`src/sv/sfr_pkg.sv`:
```
package sfr_pkg;

   localparam int MAX_WIDTH  = 1024;
   localparam int MAX_HEIGHT = 4096;
   localparam int COL_W      = $clog2(MAX_WIDTH);
   localparam int ROW_W      = $clog2(MAX_HEIGHT);

   localparam int WEIGHT_W     = 4;
   localparam int IMG_WIDTH_W  = 11;
   localparam int IMG_HEIGHT_W = 13;
   localparam int CSR_INDEX_W  = 2;
   localparam int CSR_DATA_W   = 13;

   localparam int COLCMP_W = ((COL_W > IMG_WIDTH_W) ? COL_W : IMG_WIDTH_W) + 1;
   localparam int ROWCMP_W = ((ROW_W > IMG_HEIGHT_W) ? ROW_W : IMG_HEIGHT_W) + 1;

   localparam int WEIGHT_RESET     = 9;
   localparam int IMG_WIDTH_RESET  = 640;
   localparam int IMG_HEIGHT_RESET = 480;
   localparam int MIN_DIM          = 3;
   localparam int FIRST_INTERIOR   = 2;

   localparam logic [CSR_INDEX_W-1:0] CSR_CENTER_WEIGHT = 2'd0;
   localparam logic [CSR_INDEX_W-1:0] CSR_IMAGE_WIDTH   = 2'd1;
   localparam logic [CSR_INDEX_W-1:0] CSR_IMAGE_HEIGHT  = 2'd2;

   localparam int CHAN_W     = 8;
   localparam int PIXEL_W    = 3 * CHAN_W;
   localparam int TAPS       = 9;
   localparam int CENTER_TAP = 4;
   localparam int PRODUCT_W  = WEIGHT_W + CHAN_W;
   localparam int SUM_W      = CHAN_W + 3;
   localparam int DIFF_W     = PRODUCT_W + 1;

   localparam int FIFO_DEPTH = 8;
   localparam int FIFO_PTR_W = $clog2(FIFO_DEPTH);
   localparam int FIFO_CNT_W = FIFO_PTR_W + 1;
   localparam int OCC_W      = FIFO_CNT_W + 1;

   typedef struct packed {
      logic [CHAN_W-1:0] red;
      logic [CHAN_W-1:0] green;
      logic [CHAN_W-1:0] blue;
   } pixel_type;

   typedef logic [TAPS-1:0][CHAN_W-1:0] tap_array_type;

   typedef struct packed {
      pixel_type pixel;
      logic      frame_end;
   } result_type;

endpackage

```
`src/sv/sfr_fifo.sv`:
```
module sfr_fifo
   import sfr_pkg::*;
(
   input  logic                  clock,
   input  logic                  reset,
   input  logic                  push,
   input  result_type            push_data,
   input  logic                  pop,
   output logic                  out_valid,
   output result_type            out_data,
   output logic [FIFO_CNT_W-1:0] count
);

   result_type              entries_ff [FIFO_DEPTH];
   logic [FIFO_PTR_W-1:0]   wr_ptr_ff;
   logic [FIFO_PTR_W-1:0]   rd_ptr_ff;
   logic [FIFO_CNT_W-1:0]   count_ff;
   logic [FIFO_CNT_W-1:0]   count_in;
   logic                    do_pop;

   assign out_valid = count_ff != '0;
   assign out_data  = entries_ff[rd_ptr_ff];
   assign count     = count_ff;
   assign do_pop    = pop & out_valid;

   always_comb begin
      count_in = count_ff;
      if (push && !do_pop) begin
         count_in = count_ff + FIFO_CNT_W'(1);
      end else if (!push && do_pop) begin
         count_in = count_ff - FIFO_CNT_W'(1);
      end
   end

   always_ff @(posedge clock) begin
      if (reset) begin
         wr_ptr_ff <= '0;
         rd_ptr_ff <= '0;
         count_ff  <= '0;
      end else begin
         if (push) begin
            wr_ptr_ff <= wr_ptr_ff + FIFO_PTR_W'(1);
         end
         if (do_pop) begin
            rd_ptr_ff <= rd_ptr_ff + FIFO_PTR_W'(1);
         end
         count_ff <= count_in;
      end
   end

   always_ff @(posedge clock) begin
      if (push) begin
         entries_ff[wr_ptr_ff] <= push_data;
      end
   end

endmodule

```
`config.mk`:
```
export PLATFORM = sky130hd
export DESIGN_NAME = sfr_fifo
export DESIGN_NICKNAME = d
export VERILOG_FILES = /design/src/sv/sfr_pkg.sv /design/src/sv/sfr_fifo.sv
export SDC_FILE = /design/constraint.sdc
export NUM_CORES = 1
export LEC_CHECK = 0
export ABC_AREA = 1
export ABC_CLOCK_PERIOD_IN_PS = 2300
export BUFFER_PORTS_ARGS = -buffer_cell sky130_fd_sc_hd__buf_2
export CORE_MARGIN = 10
export CORE_UTILIZATION = 30
export CTS_BUF_LIST = sky130_fd_sc_hd__clkbuf_8
export CTS_CLUSTER_SIZE = 28
export DETAILED_ROUTE_END_ITERATION = 16
export PLACE_DENSITY_LB_ADDON = 0.05
export SLEW_MARGIN = 10
export SYNTH_ARGS = -nofsm -noshare
export SYNTH_HDL_FRONTEND = slang
export SYNTH_SLANG_ARGS = --single-unit
```
`constraint.sdc`:
```
create_clock -name clock -period 2.3 [get_ports clock]
set_clock_uncertainty 0.05 [all_clocks]
set_input_delay 0 -clock clock [delete_from_list [all_inputs] [get_ports clock]]
set_output_delay 0 -clock clock [all_outputs]
set_load 0.03 [all_outputs]
```
* Yosys cells after proc, flatten, opt, wreduce, memory -nomap -nowiden
Memory sizes are Yosys's and may differ from the RTL's. A register that Yosys moved wholly into a read port is not among the register bits. Cells that the tools add are included.
Storage, ports and cells: bits in registers 10, bits in writable memories 200, output and inout bits 30, logic and storage cells 21, bits of input ports 29, memories kept 1
Memories:
- entries_ff | words 8, bits a word 25, read ports 1, clocked after Yosys merged registers in 1, wr ports 1, RTL line sfr_fifo.sv:14 | result_type entries_ff [FIFO_DEPTH];
Cells by class: bitwise operators 1, multiplexer cells 6, reductions and logical operators 6, $add $sub $neg 4
Operators with widths (number):
- two-way mux 4 bit | 2
- adder 3 x 1 -> 3 bit, second input constant | 2
- two-way mux 3 bit | 2
- adder 4 x 1 -> 4 bit, second input constant | 1
- nonzero test 4 bit | 1
- subtractor 4 x 1 -> 4 bit, second input constant | 1
- logical AND 1 bit | 2
- logical NOT 1 bit | 2
- two-way mux 1 bit | 2
- nonzero test 2 bit | 1
- bitwise AND 1 bit | 1

* Longest topological paths before layout
depth after elaboration 5, mapped depth 13, mapped depth without buffers 13

* Worst setup path after synthesis
No wires, ideal clock.
path type register to register, start point reg count_ff[0], in the netlist count[0], end point reg count_ff[3], in the netlist count[3], clock period less this slack 2436 ps, setup time 109 ps, cell stages (with the launch flop) 12, data required time 2141 ps, setup slack -136 ps, arrival 2277 ps, path buffers 0, cells stage by stage dfxtp_1 -> inv_1 -> nand3_1 -> nand2_1 -> ha_1 -> inv_1 -> ha_1 -> or2_2 -> nand3_1 -> nand3_1 -> nand2_1 -> inv_1
On the way: longest elaborated chain between the ends 5, elaborated cells on any way between the ends 10, those cells by class 2 x add/sub; 2 x mux; 1 x bitwise; 5 x reduce/logical
Ends and longest elaborated chain:
- start: declaration | RTL line sfr_fifo.sv:17 | logic [FIFO_CNT_W-1:0] count_ff;
- start signal: assignment | RTL line sfr_fifo.sv:47 | count_ff <= count_in;
- nonzero test 4 bit * | RTL line sfr_fifo.sv:21 | assign out_valid = count_ff != '0;
- via out_valid | RTL line sfr_fifo.sv:9 | output logic out_valid,
- bitwise AND 1 bit * | RTL line sfr_fifo.sv:24 | assign do_pop = pop & out_valid;
- logical NOT 1 bit | RTL line sfr_fifo.sv:28 | if (push && !do_pop) begin
- logical AND 1 bit | RTL line sfr_fifo.sv:28
- two-way mux 4 bit or nonzero test 2 bit (tied branches)
The timed path passes the listed nets; every way through them passes the cells marked *. The select of a mux whose other input is x is not followed. A chain may end at the register's enable or synchronous reset.

==> flow_summary.yaml <==
synthesis:
  syn_area_per_cell_sq_um: 11.4
  ys.warnings.count: 0
  syn-cell-area_sq_um: 8610
  ys_seq_area_share_pct: 72.8
  synth_nets: 788
  synth.distinct_cells: 20
  synth.ff_latch_count: 213
  synth_cells: 753
final_layout:
  drive_gt1_share_pct: 15.9
  mostFrequentLayoutCell: "nor2_1"
  nFillCells: 2833
  multiInputGateArea_sq_um: 2080
  syn_to_final_growth_pct: 20.3
  fin_nets: 905
  final_cell_mix: "nor2_1 (208), edfxtp_1 (200), nand2_1 (144), o21ai_0 (70), buf_2 (58)"
  seq_area_sq_um: 6270
sta:
  rsz0062_at_grt: "false"
  hold_violations: 0
  worst_slew_pin_slew_ns: 0.699
  setup_violations: 0
  holdWs_ns: 0.233
  min_period_ns: 2.14
  drv_slew: 0
  fin_crit_sh_pct: 93.2
  fmax_ghz: 0.467
  fin_tns_setup_ns: 0
  slew_headroom_pct: 53.3
floorplanning:
  core_area_sq_um: 28100
  die-area_sq_um: 35900
  io_pins: 59
  die_h_microns: 189
  initial_core_util_pct: 30.7
  dieWidth_microns: 189
  rows: 61
detailed_routing:
  viasPerCell: 4.45
  final_antenna_net_count: 0
  firstDrtPassIters: 4
  top_layer_used: "met4"
  wl_met3_microns: 890
  route.vias.total: 5660
  dr_wl_met2_microns: 10800
  wl_met1_microns: 9940
  wl_per_cell_microns: 17.4
  wirelength_microns: 22100
  drtIter0Drc: 319
  route.detailed.drc: 0
clock_tree:
  cts_tree: "yes"
  numCtsBuffers: 40
  root_buffer: "clkbuf_8"
  clkTransAtPathRegs_ns: 0.05
  cts_max_path_buffers: 3
  clock_sinks: 213
  clock_latency_ns: 0.53
  htreeDepth: 2
critical_path:
  worst-path-stages: 7
  crit_required_ns: 2.25
  critical-path-top-delay-family: "buffers and inverters"
  regToRegStartpoint: "count[1]$_SDFFE_PP0P_"
  critPathCaptureType: "output pin"
  crit_end: "out_data[0]"
  r2r_slack_ns: 0.22
  start_kind: "register"
  cp_num_buf_inv: 3
  timing.rr.end: "count[3]$_SDFFE_PP0P_"
  cpMostUsedCell: "nand2_1"
  worstSetupPathType: "reg2out"
  max_stage_delay_ns: 0.41
  path_cells: "inv_2 > buf_6 > o21ai_0 > nand2_1 > nand2_1 > nand2_1 > buf_2"
  r2r_cells: 11
  cpMaxStageDelayCell: "dfxtp_4"
  worstPathMaxFanout: 60
  critPathArrivalTime_ns: 2.09
grt:
  overflow: 0
  grt_start_max_net_pins: 61
  grt_antenna_before_repair: 1
  grt_pass1_wl_microns: 33900
  grt_pass1_vias: 5778
  grtUsageTotal_pct: 12.3
placed_design:
  gp_congestion: 0.780
  port_buffers: 58
  place_hpwl_microns: 12300
pwr:
  cellLeakagePower_nw: 3.92
  irDropWorstVdd_uv: 558
  p_per_area_nw_per_um2: 996
hold_path:
  hold_class: "in2reg"
run_status:
  status: "completed"
job:
  drv_cap: 0
[worst min-delay path, cell delays in order]
cell and delay (ns):
dlygate4sd3_1 0.52, buf_2 0.16, a21oi_1 0.07
[cell families after synthesis]
kind of cell	after synthesis	share of synthesized area, %
simple gates	368	16.2
flops	213	72.8
compound gates	113	6.57
buf+inv	51	3.30
fa+ha+maj	6	0.959
xor+xnor	2	0.203
[state kept, by name, indices dropped and copies added, names as in the netlist, named ones only]
| signal | flops |
|---|---|
| wr_ptr_ff | 3 |
| entries_ff | 200 |
| count | 4 |
| rd_ptr_ff | 3 |
[worst min path at each step]
stage                 startpoint                         end  slack, ns  cells after the start
floorplan                  reset   wr_ptr_ff[0]$_SDFFE_PP0P_       0.02                      1
global placement           reset   wr_ptr_ff[0]$_SDFFE_PP0P_       0.21                      2
detailed placement         reset   wr_ptr_ff[0]$_SDFFE_PP0P_       0.22                      2
CTS                 push_data[2]  entries_ff[3][2]$_DFFE_PP_       0.21                      2
global route        push_data[7]  entries_ff[2][7]$_DFFE_PP_       0.24                      2
finish                     reset                    register       0.23                      3
[layer usage]
layer | global-route usage, % | vias to the layer above
li1 | - | 2791
met1 | 15.4 | 2737
met2 | 20.6 | 95
met3 | 2.79 | 37
met4 | 4.15 | 0
met5 | 0 | -
[final cells by class]
class                      instances  area share [%]
tap                              378            4.57
sequential                       213            60.5
antenna                            1          0.0242
clock buffer                      41            5.45
clock inverter                    23           0.857
inverter                          14           0.531
timing repair buffer             112            7.92
multi-input combinational        489            20.1
[cells in the mapped netlist]
cell,number,area (sq um)
clkbuf_1,6,22.5
nor2_1,216,811
o21ai_0,70,350
clkbuf_2,1,5.00
buf_6,7,78.8
or2_2,2,12.5
nand3_1,6,30.0
fa_1,1,20.0
nand2_1,144,541
a21oi_1,8,40.0
buf_4,6,45.0
inv_1,11,41.3
buf_1,4,15.0
o21ai_1,35,175
edfxtp_1,200,6010
inv_2,3,11.3
buf_2,13,65.1
xor2_1,2,17.5
dfxtp_1,13,260
ha_1,5,62.6
[what timing repair did]
item	CTS	global route
endpoints found under the hold margin	213	0
gates cloned	0	0
buffers inserted	0	0
resized for setup	1	5
setup endpoints to repair	6	18
hold buffers	29	0
[through the flow]
step / instance area (sq um) / std cells / utilization (%) / power [mW] / setup WS (ns)
after floorplan: 8610 / 753 / - / 6.50 / 0.0375
after global placement: 9400 / 1177 / 33.5 / 7.28 / 0.289
after detailed placement: 9400 / 1177 / 33.5 / 7.31 / 0.240
after CTS: 10300 / 1270 / 36.8 / 10.5 / 0.0122
after global routing: 10400 / 1270 / 36.9 / 11.0 / 0.0141
final: 10400 / 1271 / 36.9 / 10.3 / 0.157
[report_power, final]
part / leakage (nW) / switching, mW / internal (mW)
clock network: 0.388 / 1.48 / 1.62
registers: 1.92 / 0.0974 / 4.39
logic: 1.61 / 1.92 / 0.810
total: 3.92 / 3.50 / 6.82
Note: power is estimated with default switching activity, not from simulation.
