**src/sv/sfr_pkg.sv**
```systemverilog
package sfr_pkg;

   localparam int MAX_WIDTH  = 1024;
   localparam int MAX_HEIGHT = 4096;
   localparam int COL_W      = $clog2(MAX_WIDTH);
   localparam int ROW_W      = $clog2(MAX_HEIGHT);

   localparam int WEIGHT_W     = 4;
   localparam int IMG_WIDTH_W  = 11;
   localparam int IMG_HEIGHT_W = 13;
   localparam int CSR_INDEX_W  = 2;
   localparam int CSR_DATA_W   = 13;

   localparam int COLCMP_W = ((COL_W > IMG_WIDTH_W) ? COL_W : IMG_WIDTH_W) + 1;
   localparam int ROWCMP_W = ((ROW_W > IMG_HEIGHT_W) ? ROW_W : IMG_HEIGHT_W) + 1;

   localparam int WEIGHT_RESET     = 9;
   localparam int IMG_WIDTH_RESET  = 640;
   localparam int IMG_HEIGHT_RESET = 480;
   localparam int MIN_DIM          = 3;
   localparam int FIRST_INTERIOR   = 2;

   localparam logic [CSR_INDEX_W-1:0] CSR_CENTER_WEIGHT = 2'd0;
   localparam logic [CSR_INDEX_W-1:0] CSR_IMAGE_WIDTH   = 2'd1;
   localparam logic [CSR_INDEX_W-1:0] CSR_IMAGE_HEIGHT  = 2'd2;

   localparam int CHAN_W     = 8;
   localparam int PIXEL_W    = 3 * CHAN_W;
   localparam int TAPS       = 9;
   localparam int CENTER_TAP = 4;
   localparam int PRODUCT_W  = WEIGHT_W + CHAN_W;
   localparam int SUM_W      = CHAN_W + 3;
   localparam int DIFF_W     = PRODUCT_W + 1;

   localparam int FIFO_DEPTH = 8;
   localparam int FIFO_PTR_W = $clog2(FIFO_DEPTH);
   localparam int FIFO_CNT_W = FIFO_PTR_W + 1;
   localparam int OCC_W      = FIFO_CNT_W + 1;

   typedef struct packed {
      logic [CHAN_W-1:0] red;
      logic [CHAN_W-1:0] green;
      logic [CHAN_W-1:0] blue;
   } pixel_type;

   typedef logic [TAPS-1:0][CHAN_W-1:0] tap_array_type;

   typedef struct packed {
      pixel_type pixel;
      logic      frame_end;
   } result_type;

endpackage

```
**src/sv/sfr_lane.sv**
```systemverilog
module sfr_lane
   import sfr_pkg::*;
(
   input  logic                clock,
   input  logic                load,
   input  tap_array_type       taps,
   input  logic [WEIGHT_W-1:0] center_weight,
   output logic [CHAN_W-1:0]   value
);

   logic        [PRODUCT_W-1:0] product_in;
   logic        [PRODUCT_W-1:0] product_ff;
   logic        [SUM_W-1:0]     sum_in;
   logic        [SUM_W-1:0]     sum_ff;
   logic signed [DIFF_W-1:0]    diff;

   always_comb begin
      product_in = PRODUCT_W'(center_weight) * PRODUCT_W'(taps[CENTER_TAP]);
      sum_in = '0;
      for (int i = 0; i < TAPS; i++) begin
         if (i != CENTER_TAP) begin
            sum_in = sum_in + SUM_W'(taps[i]);
         end
      end
   end

   always_ff @(posedge clock) begin
      if (load) begin
         product_ff <= product_in;
         sum_ff     <= sum_in;
      end
   end

   always_comb begin
      diff = signed'({1'b0, product_ff}) - signed'(DIFF_W'(sum_ff));
      if (diff[DIFF_W-1]) begin
         value = '0;
      end else if (diff[DIFF_W-2:CHAN_W] != '0) begin
         value = '1;
      end else begin
         value = diff[CHAN_W-1:0];
      end
   end

endmodule

```
**config.mk**
```make
export PLATFORM = sky130hd
export DESIGN_NAME = sfr_lane
export DESIGN_NICKNAME = d
export VERILOG_FILES = /design/src/sv/sfr_pkg.sv /design/src/sv/sfr_lane.sv
export SDC_FILE = /design/constraint.sdc
export NUM_CORES = 1
export LEC_CHECK = 0
export BUFFER_PORTS_ARGS = -buffer_cell sky130_fd_sc_hd__buf_4
export CAP_MARGIN = 40
export CORE_ASPECT_RATIO = 1.1
export CORE_MARGIN = 3
export CORE_UTILIZATION = 45
export CTS_BUF_LIST = sky130_fd_sc_hd__clkbuf_8
export DETAILED_ROUTE_END_ITERATION = 10
export GPL_TIMING_DRIVEN = 1
export PLACE_DENSITY = 0.68
export SYNTH_ARGS = -nofsm -noshare
export SYNTH_HDL_FRONTEND = slang
export SYNTH_SLANG_ARGS = --single-unit
```
**constraint.sdc**
```tcl
create_clock -name clock -period 9.5 [get_ports clock]
set_input_delay 0.95 -clock clock [delete_from_list [all_inputs] [get_ports clock]]
set_output_delay 0.95 -clock clock [all_outputs]
set_load 0.01 [all_outputs]
```
=== Yosys cells after proc, flatten, opt, wreduce, memory -nomap -nowiden ===
Cells that the tools add are included.

* Add/sub/neg operators: 8
* Multipliers: 1
* Mux-type cells: 2
* Reduce and logical (&&, ||, !) cells: 1

{| class="wikitable"
|+ Operator list
! kind !! number
|-
| $add A11 B8 Y11 || 4
|-
| $mux W8 || 2
|-
| $sub A12 B11 Y13 || 1
|-
| $mul A4 B8 Y12 || 1
|-
| $add A10 B8 Y11 || 1
|-
| $add A9 B8 Y10 || 1
|-
| $add A8 B8 Y9 || 1
|-
| $reduce_bool A4 Y1 || 1
|}

* Register bits after elaboration: 23
* Logic and storage cells: 14

=== Longest topological paths before layout ===
Gate-level depths: netlist of the first run.

* Depth after elaboration: 7
* Mapped depth: 15

=== Worst setup path before layout of the first run ===
No wires, ideal clock.

* Path type: in2reg
* From: in taps[2] in the netlist's numbering
* To: reg sum_ff[10] (data pin)
* Arrival time: 4.530 ns
* Setup slack: 4.706 ns
* Stages: 15
* Path buffers: 0
* Path through: inv_1 -> fa_1 -> inv_1 -> fa_1 -> fa_1 -> inv_1 -> fa_1 -> inv_1 -> ha_1 -> fa_1 -> a21o_1 -> a21oi_1 -> o21bai_1 -> a21oi_1 -> o21ai_0

* Longest elaborated chain between the ends: 7

{| class="wikitable"
|+ Ends and longest elaborated chain
! element !! line !! RTL
|-
| from (decl) || sfr_lane.sv:6 || <nowiki>input tap_array_type taps,</nowiki>
|-
| $add A8 B8 Y9 || sfr_lane.sv:22 || <nowiki>sum_in = sum_in + SUM_W'(taps[i]);</nowiki>
|-
| $add A9 B8 Y10 || sfr_lane.sv:22 ||
|-
| $add A10 B8 Y11 || sfr_lane.sv:22 ||
|-
| $add A11 B8 Y11 (4 in series) || sfr_lane.sv:22 ||
|-
| net sum_in[10] || sfr_lane.sv:13 || <nowiki>logic [SUM_W-1:0] sum_in;</nowiki>
|-
| to (signal assigned) || sfr_lane.sv:30 || <nowiki>sum_ff <= sum_in;</nowiki>
|-
| to (decl) || sfr_lane.sv:14 || <nowiki>logic [SUM_W-1:0] sum_ff;</nowiki>
|}

The timed path passes the listed nets, and every way through them passes these cells.
A chain may end at the register's enable or synchronous reset.

=== Worst setup path after layout of the first run ===
Ends and elaborated chain as after synthesis.

==> impl_metrics.py, run 1 <==
metrics = {
    "cells_and_area": {
        "fin_cells": 603,
        "multi_input_comb_area_um2": 2626,
        "nets": 672,
        "stdcell_area_um2": 4664,
        "diodes": 0,
        "synthToLayoutAreaGrowth_pct": 20.92,
        "drive_above_1_share": 0.2061,
        "fillers": 750,
        "register_area_um2": 690.7,
    },
    "floorplan": {
        "fp.dieW_um": 94.28,
        "dieArea_um2": 9720,
        "io_pins": 86,
        "coreArea_um2": 8125,
        "die_h_um": 103.1,
        "rows": 34,
        "start_util": 0.4747,
    },
    "logic_synthesis": {
        "syn_nets": 583,
        "ys.flop_type": "edfxtp_1",
        "yosysMostFrequentCell": "inv_1",
        "yosys-top-cells-count": "inv_1 (141), fa_1 (60), ha_1 (38)",
        "ys_ff_latch": 23,
        "synth_area_leaders": "fa_1 (31%), edfxtp_1 (18%), inv_1 (14%), ha_1 (12%), nand2_1 (2.5%)",
        "synthArstFlopShare": 0,
        "synth_cells": 407,
        "ys_types": 38,
        "seq_area_frac_synth": 0.1790,
        "synth_top_area_cell": "fa_1",
        "yosys.area.top_type_share": 0.3114,
        "yosysWarningCount": 0,
        "syn_area_um2": 3857,
        "avgSynthCellArea_um2": 9.478,
        "synth_enable_flop_cells": 23,
    },
    "cts": {
        "path_clk_slew_ns": 0.08,
        "cts-resized-gates": 0,
        "root_buffer": "clkbuf_8",
        "cts_tree": "done",
        "clkSinkCount": 23,
        "postCtsSetupRepairBufs": 0,
        "clk_path_buf_depth": 2,
        "htree_levels": 1,
        "cts-hold-fix-buffers": 0,
        "cts_made_buffers": 3,
    },
    "routing": {
        "wl_per_cell_um": 10.50,
        "final_antenna_net_count": 0,
        "first_pass_iters": 4,
        "route.detailed.drc": 0,
        "vias": 2812,
        "drt-vias-per-instance": 4.663,
        "drtIter0Drc": 97,
        "wirelength_um": 6333,
    },
    "worst_setup_path": {
        "cp.arrival_ns": 4.74,
        "crit_end": "sum_ff[10]",
        "critPathKind": "in2reg",
        "startpoint_type": "input port",
        "end_kind": "register",
        "worstPathMaxFanout": 2,
        "required_ns": 9.51,
        "startpoint": "taps[2]",
    },
    "sta": {
        "min_period_over_period": 0.4975,
        "min_period_ns": 4.726,
        "setup_viol": 0,
        "tns_ns": 0,
        "tightest_slew_ns": 0.3990,
        "slew_headroom": 0.7311,
        "rsz0062_at_grt": "false",
        "max_freq_mhz": 211.6,
        "drv_slew": 0,
        "finalHoldViolations": 0,
    },
    "placement": {
        "place_hpwl_um": 5786,
        "placed_cells": 599,
        "portBuffers": 85,
        "gp_congestion": 0.8094,
        "place_area_um2": 4619,
    },
    "grt": {
        "grtUsageTotal": 0.1368,
        "grt_pass1_wl_um": 11090,
        "grt_overflow": 0,
        "grt_start_max_net_pins": 24,
        "antenna_found_initial": 0,
        "grt_pass1_vias": 2852,
    },
    "pwr": {
        "finalPower_uw": 1151,
        "power_density_nw_per_um2": 246.8,
        "leakage_uw": 0.002571,
        "irDropWorstVdd_mv": 0.1420,
    },
    "worst_hold_path": {
        "hold_path_class": "in2reg",
    },
    "run": {
        "cap_violations": 0,
    },
    "status": {
        "status": "finished, final reports clean",
    },
}
kinds of logic (layout without fill, tap and decap cells):
group / Yosys count / in the layout / share of synthesized area
and+or+nand+nor: 66 / 66 / 0.08531
buffers and inverters: 142 / 230 / 0.1401
DFF: 23 / 23 / 0.1790
muxes: 2 / 2 / 0.005190
adders and majority gates: 98 / 98 / 0.4346
xor gates and xnor gates: 21 / 21 / 0.04768
AOI/OAI and AO/OA: 55 / 55 / 0.1080
critical path, stage by stage:
cell      delay [ns]
buf_4           0.08
inv_1           0.04
fa_1            0.52
inv_1           0.05
fa_1            0.50
fa_1            0.54
inv_1           0.05
fa_1            0.53
inv_1           0.04
ha_1            0.21
fa_1            0.41
a21o_1          0.19
a21oi_1         0.21
o21bai_1        0.09
a21oi_1         0.20
o21ai_0         0.11
cell type report:
cell class / instances / share of cell area
clock inverter: 1 / 0.0008047
timing repair buffer: 85 / 0.1368
multi-input combinational: 242 / 0.5630
tap: 108 / 0.02897
sequential: 23 / 0.1481
clock buffer: 3 / 0.008852
inverter: 141 / 0.1135
worst min-delay path by stage:
stage / startpoint / end / slack [ns] / depth (start not counted)
floorplan: load / product_ff[0] / 1.06 / 0
global placement: taps[32] / product_ff[0] / 1.27 / 2
detailed placement: taps[32] / product_ff[0] / 1.28 / 2
CTS: taps[32] / product_ff[0] / 0.99 / 2
global route: taps[32] / product_ff[0] / 1.0 / 2
finish: taps[32] / product_ff[0] / 1.0 / 2
where the power goes:
group          switching [µW]  internal (µW)
combinational             477            414
sequential               11.5            189
clock                    30.0           28.8
metal layers:
metal	global-route usage	vias to the layer above	part of all wire
met5	0	-	0
met4	0.02556	0	0.0092
met3	0.02044	8	0.038
met2	0.2555	49	0.54
met1	0.1687	1346	0.41
li1	-	1409	-
sequential cells by signal (all words and copies together) (netlist names):
register	cells
product_ff	12
sum_ff	11
stage by stage:
stage / hold slack [ns] / setup WS (ns) / utilization
2_1_floorplan: 1.063 / 4.706 / -
3_3_place_gp: 1.272 / 4.498 / 0.5685
3_5_place_dp: 1.275 / 4.444 / 0.5685
4_1_cts: 0.9913 / 4.736 / 0.5741
5_1_grt: 0.9981 / 4.554 / 0.5741
6_report: 0.9964 / 4.774 / 0.5741
layout by cell type (no fill, tap or decap), types with 2 or more instances in the layout:
master	count
o21ai_1	2
o21bai_1	2
a21oi_1	12
nand2b_1	3
or3_1	2
buf_4	85
xnor2_1	10
nand3_1	4
nor2_1	7
a21o_1	6
xor2_1	11
inv_1	142
fa_1	60
o21a_1	3
nor2b_1	5
clkbuf_8	3
ha_1	38
edfxtp_1	23
a31oi_1	2
nor3_1	2
a21oi_2	9
mux2i_1	2
and2_1	14
o21ai_0	8
nand2_1	26
Power figures use the tool's default switching activity.
==> run 2: changes to the inputs <==
==> constraint.sdc (replaced) <==
create_clock -name clock -period 4.6 [get_ports clock]
set_input_delay 0.46 -clock clock [delete_from_list [all_inputs] [get_ports clock]]
set_output_delay 0.46 -clock clock [all_outputs]
set_load 0.01 [all_outputs]
==> impl_metrics.py, run 2 (same netlist as run 1, synthesis figures left out) <==
metrics = {
    "cts": {
        "cts_made_buffers": 3,
        "htree_levels": 1,
        "cts-resized-gates": 0,
        "clk_path_buf_depth": 2,
        "cts-hold-fix-buffers": 0,
        "postCtsSetupRepairBufs": 0,
        "path_clk_slew_ns": 0.08,
        "cts_tree": "done",
        "clkSinkCount": 23,
        "root_buffer": "clkbuf_8",
    },
    "pwr": {
        "power_frac_clock": 0.052,
        "p_seq_frac": 0.174,
        "irDropWorstVdd_mv": 0.3271,
        "combPwrFrac": 0.774,
        "switching_share": 0.4505,
        "finalPower_uw": 2379,
        "power_density_nw_per_um2": 510.0,
        "intPower_uw": 1307,
        "p_sw_uw": 1072,
        "leakage_uw": 0.002571,
    },
    "sta": {
        "finalHoldViolations": 0,
        "tightest_slew_ns": 0.4030,
        "rsz0062_at_grt": "false",
        "drv_slew": 0,
        "max_freq_mhz": 234.3,
        "setup_viol": 0,
        "min_period_ns": 4.268,
        "slew_headroom": 0.7284,
        "min_period_over_period": 0.9277,
        "tns_ns": 0,
        "fin_hold_ws_ns": 0.5168,
    },
    "placement": {
        "gp_congestion": 0.8048,
        "portBuffers": 85,
        "place_hpwl_um": 5755,
    },
    "floorplan": {
        "die_h_um": 103.1,
        "coreArea_um2": 8125,
        "rows": 34,
        "dieArea_um2": 9720,
        "start_util": 0.4747,
        "fp.dieW_um": 94.28,
        "io_pins": 86,
    },
    "grt": {
        "grt_overflow": 0,
        "grt_pass1_wl_um": 10940,
        "grt_start_max_net_pins": 24,
        "grt_pass1_vias": 2788,
        "antenna_found_initial": 0,
        "grtUsageTotal": 0.1362,
    },
    "routing": {
        "wl_per_cell_um": 10.52,
        "vias": 2810,
        "drt-vias-per-instance": 4.660,
        "wirelength_um": 6342,
        "route.detailed.drc": 0,
        "final_antenna_net_count": 0,
        "first_pass_iters": 4,
        "drtIter0Drc": 84,
    },
    "cells_and_area": {
        "final_common_cell": "inv_1",
        "layout_common_cells": "inv_1 (142), buf_4 (85), fa_1 (60), ha_1 (38), nand2_1 (26)",
        "largest_reg_flops": 12,
        "top_regs": "product_ff: 12 flops, sum_ff: 11 flops",
        "top_register": "product_ff",
        "nets": 672,
        "drive_above_1_share": 0.2061,
        "diodes": 0,
        "synthToLayoutAreaGrowth_pct": 20.92,
    },
    "worst_setup_path": {
        "end_kind": "register",
        "worstPathMaxFanout": 2,
        "cp.arrival_ns": 4.28,
        "required_ns": 4.61,
        "critPathKind": "in2reg",
        "startpoint_type": "input port",
    },
    "worst_hold_path": {
        "hold_path_class": "in2reg",
    },
    "run": {
        "cap_violations": 0,
    },
    "status": {
        "status": "finished, final reports clean",
    },
}
## run 2: layer usage
metal | track usage | vias up | wire length [µm]
li1 | - | 1406 | -
met1 | 0.1679 | 1351 | 2592
met2 | 0.2533 | 46 | 3427
met3 | 0.02190 | 7 | 270
met4 | 0.02556 | 0 | 51
met5 | 0 | - | 0
## run 2: area by class of cell
type	instances	area, µm²
multi-input cells	242	2626
flip-flops and latches	23	690.7
fillers	748	3461
clock inverters	1	3.754
inverters	141	529.3
well taps	108	135.1
clock buffers	3	41.29
repair buffers	85	638.1
## run 2: worst paths after layout
kind / start / endpoint / slack (ns) / depth (start not counted)
setup / recovery: taps[2] / sum_ff[10] / 0.33 / 16
hold / removal: taps[32] / product_ff[0] / 0.52 / 2
## run 2: power by group through the flow
| stage | combinational [µW] | sequential [µW] | clock [µW] |
|---|---|---|---|
| detailed placement | 1860 | 421 | 0 |
| CTS | 1870 | 416 | 129 |
| global route | 2120 | 421 | 137 |
| global placement | 1820 | 421 | 0 |
| finish | 1840 | 414 | 123 |
| floorplan | 1470 | 412 | 0 |
## run 2: through the flow
step | cell area (µm²) | utilization | std cells | setup slack, ns
2_1_floorplan | 3857 | - | 407 | 0.2957
3_3_place_gp | 4619 | 0.5685 | 599 | 0.08729
3_5_place_dp | 4619 | 0.5685 | 599 | 0.01644
4_1_cts | 4664 | 0.5741 | 603 | 0.3082
5_1_grt | 4664 | 0.5741 | 603 | 0.1224
6_report | 4664 | 0.5741 | 603 | 0.3324
## run 2: critical path, stage by stage
cell,delay (ns)
buf_4,0.07
inv_1,0.04
fa_1,0.52
inv_1,0.05
fa_1,0.51
fa_1,0.54
inv_1,0.05
fa_1,0.53
inv_1,0.04
ha_1,0.22
fa_1,0.41
a21o_1,0.19
a21oi_1,0.22
o21bai_1,0.09
a21oi_1,0.22
o21ai_0,0.11
